$ cat src/design/ccfr_pkg.sv
// Shared types, constants and CRC function for the checked frame receiver.
package ccfr_pkg;

    localparam int BUFFER_BYTES_DEF = 64;
    localparam int HDR_BYTES        = 4;
    localparam int M_TDATA_W        = 40;
    localparam int M_TUSER_W        = 3;
    localparam int CFG_INDEX_W      = 2;
    localparam int CFG_DATA_W       = 8;

    localparam logic [15:0] CRC_INIT      = 16'hFFFF;
    localparam logic [15:0] CRC_POLY      = 16'h1021;
    localparam logic [5:0]  MAX_LEN_RESET = 6'd60;
    localparam logic [7:0]  START_RESET   = 8'd83;

    typedef enum logic [2:0] {
        EV_HUNT     = 3'd0,
        EV_PROGRESS = 3'd1,
        EV_PAYLOAD  = 3'd2,
        EV_GOOD     = 3'd3,
        EV_CRC_ERR  = 3'd4,
        EV_LEN_ERR  = 3'd5
    } event_t;

    typedef enum logic [CFG_INDEX_W-1:0] {
        REG_MAX_LEN = 2'd0,
        REG_START   = 2'd1
    } reg_index_t;

    function automatic logic [15:0] crc_byte(input logic [15:0] crc_in, input logic [7:0] b);
        logic [15:0] c;
        c = crc_in ^ {b, 8'h00};
        for (int i = 0; i < 8; i++) begin
            if (c[15]) begin
                c = {c[14:0], 1'b0} ^ CRC_POLY;
            end else begin
                c = {c[14:0], 1'b0};
            end
        end
        return c;
    endfunction

endpackage

$ cat src/design/crc_checked_frame_receiver.sv
// Top level of the CRC-16 checked byte-stream frame receiver.
//
// Usage:
//   s_ channel carries one received serial byte per item (s_tdata).
//   m_ channel returns exactly one result item per input item: the event
//   code on m_tuser and the payload byte, payload index, message id,
//   component id and payload length packed on m_tdata.
//   Frame: start byte, length, message id, component id, payload bytes,
//   CRC-16/CCITT-FALSE low byte then high byte over length..last payload.
//   Payload bytes stream out with their index; commit them on frame good.
//   cfg_ channel writes max_payload_len (index 0) and start_char (index 1)
//   while the block is idle; the user must keep to this, as the block does
//   not enforce it. cfg_ready is always high. Results are registered.
//   Throughput: one item per cycle unless the output stalls; the frame
//   state and CRC update with each accepted item, and the output register
//   takes a new item whenever it is empty or drained in the same cycle.
//   Stall: when m_tready is low with a result held, s_tready drops.
//   Reset (aresetn low, synchronous): hunting, CRC 0xFFFF, stored header
//   fields zero, registers back to 60 and 'S', output empty.
module crc_checked_frame_receiver
    import ccfr_pkg::*;
#(
    parameter int BUFFER_BYTES = BUFFER_BYTES_DEF
) (
    input  logic                   aclk,
    input  logic                   aresetn,
    input  logic                   s_tvalid,
    output logic                   s_tready,
    input  logic [7:0]             s_tdata,   // [7:0] rx_byte
    output logic                   m_tvalid,
    input  logic                   m_tready,
    // [7:0] payload_byte, [13:8] payload_index, [21:14] msg_id,
    // [29:22] comp_id, [37:30] payload_length, [39:38] zero
    output logic [M_TDATA_W-1:0]   m_tdata,
    output logic [M_TUSER_W-1:0]   m_tuser,   // [2:0] event_res
    input  logic                   cfg_valid,
    output logic                   cfg_ready,
    input  logic [CFG_INDEX_W-1:0] cfg_index,
    input  logic [CFG_DATA_W-1:0]  cfg_data
);

    localparam logic [8:0] BUF_LIMIT = 9'(BUFFER_BYTES);
    localparam logic [8:0] HDR_W     = 9'(HDR_BYTES);

    logic [5:0]  max_len_reg;
    logic [7:0]  start_char_reg;

    logic        in_frame_reg, in_frame_next;
    logic [7:0]  byte_count_reg, byte_count_next;
    logic [7:0]  frame_length_reg, frame_length_next;
    logic [7:0]  frame_message_reg, frame_message_next;
    logic [7:0]  frame_component_reg, frame_component_next;
    logic [15:0] running_crc_reg, running_crc_next;

    logic                 m_valid_reg;
    logic [M_TDATA_W-1:0] m_tdata_reg, m_tdata_next;
    event_t               m_event_reg, ev_next;

    logic        s_accept;
    logic [7:0]  b;
    logic [7:0]  pbyte;
    logic [5:0]  pidx;
    logic        len_rej;
    logic [7:0]  len_out;
    logic [8:0]  crc_pos;
    logic [15:0] crc_in;
    logic [15:0] crc_upd;

    assign b         = s_tdata;
    assign s_tready  = ~m_valid_reg | m_tready;
    assign s_accept  = s_tvalid & s_tready;
    assign cfg_ready = 1'b1;
    assign m_tvalid  = m_valid_reg;
    assign m_tdata   = m_tdata_reg;
    assign m_tuser   = m_event_reg;

    assign crc_pos = (HDR_W - 9'd1) + {1'b0, frame_length_reg};
    assign crc_in  = (byte_count_reg == 8'd0) ? CRC_INIT : running_crc_reg;
    assign crc_upd = crc_byte(crc_in, b);

    always_comb begin
        in_frame_next        = in_frame_reg;
        byte_count_next      = byte_count_reg;
        frame_length_next    = frame_length_reg;
        frame_message_next   = frame_message_reg;
        frame_component_next = frame_component_reg;
        running_crc_next     = running_crc_reg;
        ev_next              = EV_HUNT;
        pbyte                = 8'd0;
        pidx                 = 6'd0;
        len_rej              = 1'b0;
        if (!in_frame_reg) begin
            if (b == start_char_reg) begin
                in_frame_next   = 1'b1;
                byte_count_next = 8'd0;
                ev_next         = EV_PROGRESS;
            end
        end else if (byte_count_reg == 8'd0) begin
            if (b > {2'b00, max_len_reg} || ({1'b0, b} + HDR_W) > BUF_LIMIT) begin
                ev_next         = EV_LEN_ERR;
                len_rej         = 1'b1;
                in_frame_next   = 1'b0;
                byte_count_next = 8'd0;
            end else begin
                frame_length_next = b;
                running_crc_next  = crc_upd;
                byte_count_next   = 8'd1;
                ev_next           = EV_PROGRESS;
            end
        end else if (byte_count_reg == 8'd1) begin
            frame_message_next = b;
            running_crc_next   = crc_upd;
            byte_count_next    = 8'd2;
            ev_next            = EV_PROGRESS;
        end else if (byte_count_reg == 8'd2) begin
            frame_component_next = b;
            running_crc_next     = crc_upd;
            byte_count_next      = 8'd3;
            ev_next              = EV_PROGRESS;
        end else if ({1'b0, byte_count_reg} < crc_pos) begin
            running_crc_next = crc_upd;
            pbyte            = b;
            pidx             = 6'(byte_count_reg - 8'd3);
            byte_count_next  = byte_count_reg + 8'd1;
            ev_next          = EV_PAYLOAD;
        end else if ({1'b0, byte_count_reg} == crc_pos) begin
            if (b != running_crc_reg[7:0]) begin
                ev_next         = EV_CRC_ERR;
                in_frame_next   = 1'b0;
                byte_count_next = 8'd0;
            end else begin
                byte_count_next = byte_count_reg + 8'd1;
                ev_next         = EV_PROGRESS;
            end
        end else begin
            ev_next         = (b == running_crc_reg[15:8]) ? EV_GOOD : EV_CRC_ERR;
            in_frame_next   = 1'b0;
            byte_count_next = 8'd0;
        end
        len_out      = len_rej ? b : frame_length_next;
        m_tdata_next = {2'b00, len_out, frame_component_next, frame_message_next,
                        pidx, pbyte};
    end

    always_ff @(posedge aclk) begin
        if (!aresetn) begin
            max_len_reg    <= MAX_LEN_RESET;
            start_char_reg <= START_RESET;
        end else if (cfg_valid && cfg_ready) begin
            case (cfg_index)
                REG_MAX_LEN: max_len_reg    <= cfg_data[5:0];
                REG_START:   start_char_reg <= cfg_data;
                default: begin
                end
            endcase
        end
    end

    always_ff @(posedge aclk) begin
        if (!aresetn) begin
            in_frame_reg        <= 1'b0;
            byte_count_reg      <= 8'd0;
            frame_length_reg    <= 8'd0;
            frame_message_reg   <= 8'd0;
            frame_component_reg <= 8'd0;
            running_crc_reg     <= CRC_INIT;
        end else if (s_accept) begin
            in_frame_reg        <= in_frame_next;
            byte_count_reg      <= byte_count_next;
            frame_length_reg    <= frame_length_next;
            frame_message_reg   <= frame_message_next;
            frame_component_reg <= frame_component_next;
            running_crc_reg     <= running_crc_next;
        end
    end

    always_ff @(posedge aclk) begin
        if (!aresetn) begin
            m_valid_reg <= 1'b0;
        end else if (s_accept) begin
            m_valid_reg <= 1'b1;
        end else if (m_tready) begin
            m_valid_reg <= 1'b0;
        end
    end

    always_ff @(posedge aclk) begin
        if (s_accept) begin
            m_tdata_reg <= m_tdata_next;
            m_event_reg <= ev_next;
        end
    end

endmodule

$ cat config.mk
export PLATFORM = sky130hd
export DESIGN_NAME = crc_checked_frame_receiver
export DESIGN_NICKNAME = d
export VERILOG_FILES = /design/src/design/ccfr_pkg.sv /design/src/design/crc_checked_frame_receiver.sv
export SDC_FILE = /design/constraint.sdc
export NUM_CORES = 1
export LEC_CHECK = 0
export BUFFER_PORTS_ARGS = -buffer_cell sky130_fd_sc_hd__buf_2
export CAP_MARGIN = 20
export CORE_MARGIN = 2
export CORE_UTILIZATION = 54
export CTS_BUF_LIST = sky130_fd_sc_hd__clkbuf_4 sky130_fd_sc_hd__clkbuf_8
export DETAILED_ROUTE_END_ITERATION = 12
export HOLD_SLACK_MARGIN = 0.12
export PLACE_DENSITY = 0.78
export RECOVER_POWER = 100
export SLEW_MARGIN = 20
export SYNTH_ARGS = -nofsm -noshare
export SYNTH_HDL_FRONTEND = slang
export SYNTH_SLANG_ARGS = --single-unit
$ cat constraint.sdc
create_clock -name aclk -period 3.1 [get_ports aclk]
set_input_delay 0.775 -clock aclk [delete_from_list [all_inputs] [get_ports aclk]]
set_output_delay 0.775 -clock aclk [all_outputs]
set_load 0.03 [all_outputs]
==> flow_metrics.py <==
metrics = {
    "synth": {
        "post_synth.cell_area_avg_sq_um": 10.1,
        "yosysWarningCount": 0,
        "synth_area_leader_cell": "sky130_fd_sc_hd__dfxtp_1",
        "netlist_instances": 547,
        "synth_cell_type_count": 55,
        "synth_sequential_area_ratio_pct": 45.6,
        "synth.area.top_cells": "sky130_fd_sc_hd__dfxtp_1, sky130_fd_sc_hd__edfxtp_1, sky130_fd_sc_hd__xnor2_1",
        "netlist_area_sq_mm": 0.00552,
        "synth_top_area_share_pct": 23.2,
        "edff_count_synth": 41,
        "asyncSetResetFlopFracSynth_pct": 0,
        "synth_seq_cells": 105,
        "ys_dominant_reg_cell": "sky130_fd_sc_hd__dfxtp_1",
    },
    "worst_setup_path": {
        "worstSetupPathType": "flop to flop",
        "r2r_setup_slack_ns": 0.25,
        "largest_incremental_delay_on_the_critical_path_ns": 0.45,
        "reg2reg_to": "m_tuser[0]",
        "critical_path_peak_fanout": 7,
        "critical_path.endpoint": "m_tuser[0]",
        "launch_point_of_the_worst_reg_to_reg_path": "frame_length_reg[4]",
        "cpMostUsedCell": "sky130_fd_sc_hd__nor2_1",
        "crit_required_ns": 3.23,
        "worstPathArrival_ns": 2.98,
        "start_kind": "flop",
        "path_cells": "nand4_1 > nor2_1 > xnor2_1 > ha_1 > a21oi_1 > nand2_1 > o21ai_0 > nor2_1 > or2_0 > o211a_1",
        "cp-end-kind": "flop",
        "timing.critical_path.from": "frame_length_reg[4]",
        "r2r_cells": 10,
        "critical_path.slowest_cell": "sky130_fd_sc_hd__dfxtp_1",
    },
    "grt": {
        "antenna_found_initial": 0,
        "largest_net_degree_at_the_start_of_global_routing": 50,
        "grt_first_pass_wirelength_um": 20700,
        "grt_util_all_layers_pct": 23.5,
        "grt_pass1_vias": 4244,
        "total_congestion_overflow": 0,
    },
    "cts": {
        "clock_tree.htree_level_count": 3,
        "clk_pin_slew_ns": 0.10,
        "clockRootBuffer": "sky130_fd_sc_hd__clkbuf_8",
        "tritoncts_clock_tree": "built",
        "cts_hold_buf": 0,
        "cts.sink_count": 105,
        "clock_latency_ns": 0.38,
        "number_of_buffers_inserted_during_clock_tree_synthesis": 9,
        "cts_max_path_buffers": 2,
    },
    "die": {
        "die_ar_sq_mm": 0.0110,
        "die_height_um": 105,
        "placeableCoreArea_sq_mm": 0.00986,
        "count_of_standard_cell_rows": 36,
        "die_w_um": 105,
        "floorplan.initialDensity_pct": 55.9,
        "ports": 69,
    },
    "final_layout": {
        "fillCellCount": 814,
        "final_design_area_no_fill_sq_mm": 0.00611,
        "multi_input_comb_area_sq_mm": 0.00277,
        "area.growth.synth_to_final_pct": 10.8,
        "number_of_flip_flops_in_the_largest_register": 38,
        "final_cells": 745,
        "nets": 649,
        "post_route_cells_drive_above_1_share_pct": 13.6,
        "seqCellArea_sq_mm": 0.00252,
        "antenna_cells": 0,
    },
    "sta": {
        "timing.setup.tns_ns": 0,
        "count_of_endpoints_failing_setup_in_the_final_report": 0,
        "final_max_slew_viol_count": 34,
        "clock-skew-final_ns": 0.0115,
        "finalCriticalPeriod_ns": 2.85,
        "worst_slew_pin_slew_ns": 1.57,
        "grt_setup_unrepaired": "no",
        "max_slew_margin_pct": -4.81,
        "fmaxAchievable_mhz": 351,
        "final_min_period_over_clock_period_pct": 91.8,
        "hold_viol": 0,
    },
    "placement": {
        "hpwl_um": 8610,
        "placed_inst_area_sq_mm": 0.00596,
        "placed_instance_count": 729,
        "placement.io_buffers": 65,
        "place.gp.congestion": 0.919,
    },
    "detailed_routing": {
        "drt_first_pass_iters": 4,
        "route.antenna.remaining_nets": 0,
        "detailedRoute.firstIterationViolations": 248,
        "via_count": 4184,
        "detail_route.wl_per_cell_um": 16.8,
        "drcViolationCount": 0,
        "route.final.wire_length_um": 12500,
        "viasPerCell": 5.62,
    },
    "power_and_ir_drop": {
        "ir_drop_mv": 0.266,
        "cellPowerDensity_mw_per_mm2": 438,
        "p_leak_nw": 2.44,
        "power.total_w": 0.00267,
    },
    "run_status": {
        "violated_checks": "capacitance limit, slew limit",
        "outcome": "complete, but fails checks",
    },
    "worst_hold_path": {
        "timing.hold.worst.start": "frame_message_reg[7]",
        "hold_crit_path_type": "flop to flop",
    },
    "run": {
        "number_of_max_cap_violations": 1,
    },
}
==> worst min path at each step <==
stage	end	slack (ns)	cells after the start
floorplan	frame_message_reg[0]	0.45	2
global placement	frame_message_reg[0]	0.46	2
detailed placement	frame_message_reg[0]	0.48	2
CTS	frame_message_reg[0]	0.51	2
global route	frame_component_reg[4]	0.54	2
finish	frame_message_reg[7]	0.51	2
==> worst max-delay path, delay by kind of cell, from the launching register on <==
family                     cells  cell delay [ns]
AOI/OAI and AO/OA              3             0.70
DFF                            1             0.45
and+or+nand+nor                5             1.02
adders and majority gates      1             0.28
xor gates and xnor gates       1             0.15
==> area by class of cell <==
cell class	count	area share, %
Inverter	15	0.922
Clock buffer	10	2.15
Multi-Input combinational cell	393	45.3
Timing Repair Buffer	83	6.45
Sequential cell	105	41.2
Clock inverter	6	1.23
Tap cell	133	2.72
==> logic make-up after synthesis <==
| kind of cell | Yosys count | synth area share, % |
|---|---|---|
| xor gates and xnor gates | 67 | 10.9 |
| AOI/OAI and AO/OA | 85 | 10.4 |
| and+or+nand+nor | 175 | 15.7 |
| DFF | 105 | 45.6 |
| adders and majority gates | 19 | 4.31 |
| other | 2 | 0.136 |
| muxes | 44 | 8.48 |
| buffers and inverters | 50 | 4.49 |
==> Yosys cell counts (13+ instances only) <==
| master | n |
|---|---|
| sky130_fd_sc_hd__nor3_1 | 17 |
| sky130_fd_sc_hd__clkbuf_1 | 16 |
| sky130_fd_sc_hd__xnor2_1 | 36 |
| sky130_fd_sc_hd__xor2_1 | 29 |
| sky130_fd_sc_hd__dfxtp_1 | 64 |
| sky130_fd_sc_hd__mux2i_1 | 22 |
| sky130_fd_sc_hd__mux2_2 | 22 |
| sky130_fd_sc_hd__inv_1 | 13 |
| sky130_fd_sc_hd__nand2_1 | 22 |
| sky130_fd_sc_hd__edfxtp_1 | 41 |
| sky130_fd_sc_hd__o21ai_0 | 25 |
| sky130_fd_sc_hd__nor2_1 | 71 |
| sky130_fd_sc_hd__nand3_1 | 17 |
| sky130_fd_sc_hd__a21oi_1 | 15 |
| sky130_fd_sc_hd__ha_1 | 19 |
==> stage by stage <==
| stage | utilization [%] | hold WS [ns] | worst slack (ns) |
|---|---|---|---|
| floorplan | - | 0.454 | 0.396 |
| global placement | 60.4 | 0.464 | 0.328 |
| detailed placement | 60.4 | 0.480 | 0.199 |
| CTS | 62.5 | 0.505 | 0.182 |
| global route | 61.9 | 0.544 | 0.0174 |
| finish | 61.9 | 0.510 | 0.253 |
==> timing repair <==
item / CTS / global route
resized for setup: 0 / 7
buffers inserted: 0 / 0
setup endpoints to repair: 0 / 12
==> report_power, final <==
group | switching [W] | total (W) | internal (W) | leakage [nW]
clock | 0.000491 | 0.000885 | 0.000394 | 0.102
combinational | 0.000209 | 0.000298 | 0.0000897 | 1.40
sequential | 0.0000148 | 0.00149 | 0.00148 | 0.937
==> cell usage in the layout, fill, tap and decap left out, drive strengths merged, types with 3 or more instances in the layout <==
cell type / count
xnor2: 38
and3: 5
o211ai: 7
nor3b: 8
o21bai: 5
nand3: 17
nand3b: 3
buf: 36
nor3: 18
clkinv: 4
xor2: 29
dfxtp: 64
a21oi: 15
mux2: 22
conb: 3
o21ai: 26
nor2: 71
nand2: 23
mux2i: 22
nand4: 6
ha: 19
and2: 12
o311ai: 11
inv: 15
clkbuf: 57
nor4: 5
edfxtp: 41
a21o: 4
==> routing by layer <==
metal,global-route usage [%],vias to the layer above,wire length [um]
met3,2.87,13,915
met4,8.19,0,163
met2,39.6,126,6160
met1,31.1,2003,5290
met5,0,-,0
li1,-,2042,-
No activity file was read; power rests on OpenSTA's default activity.
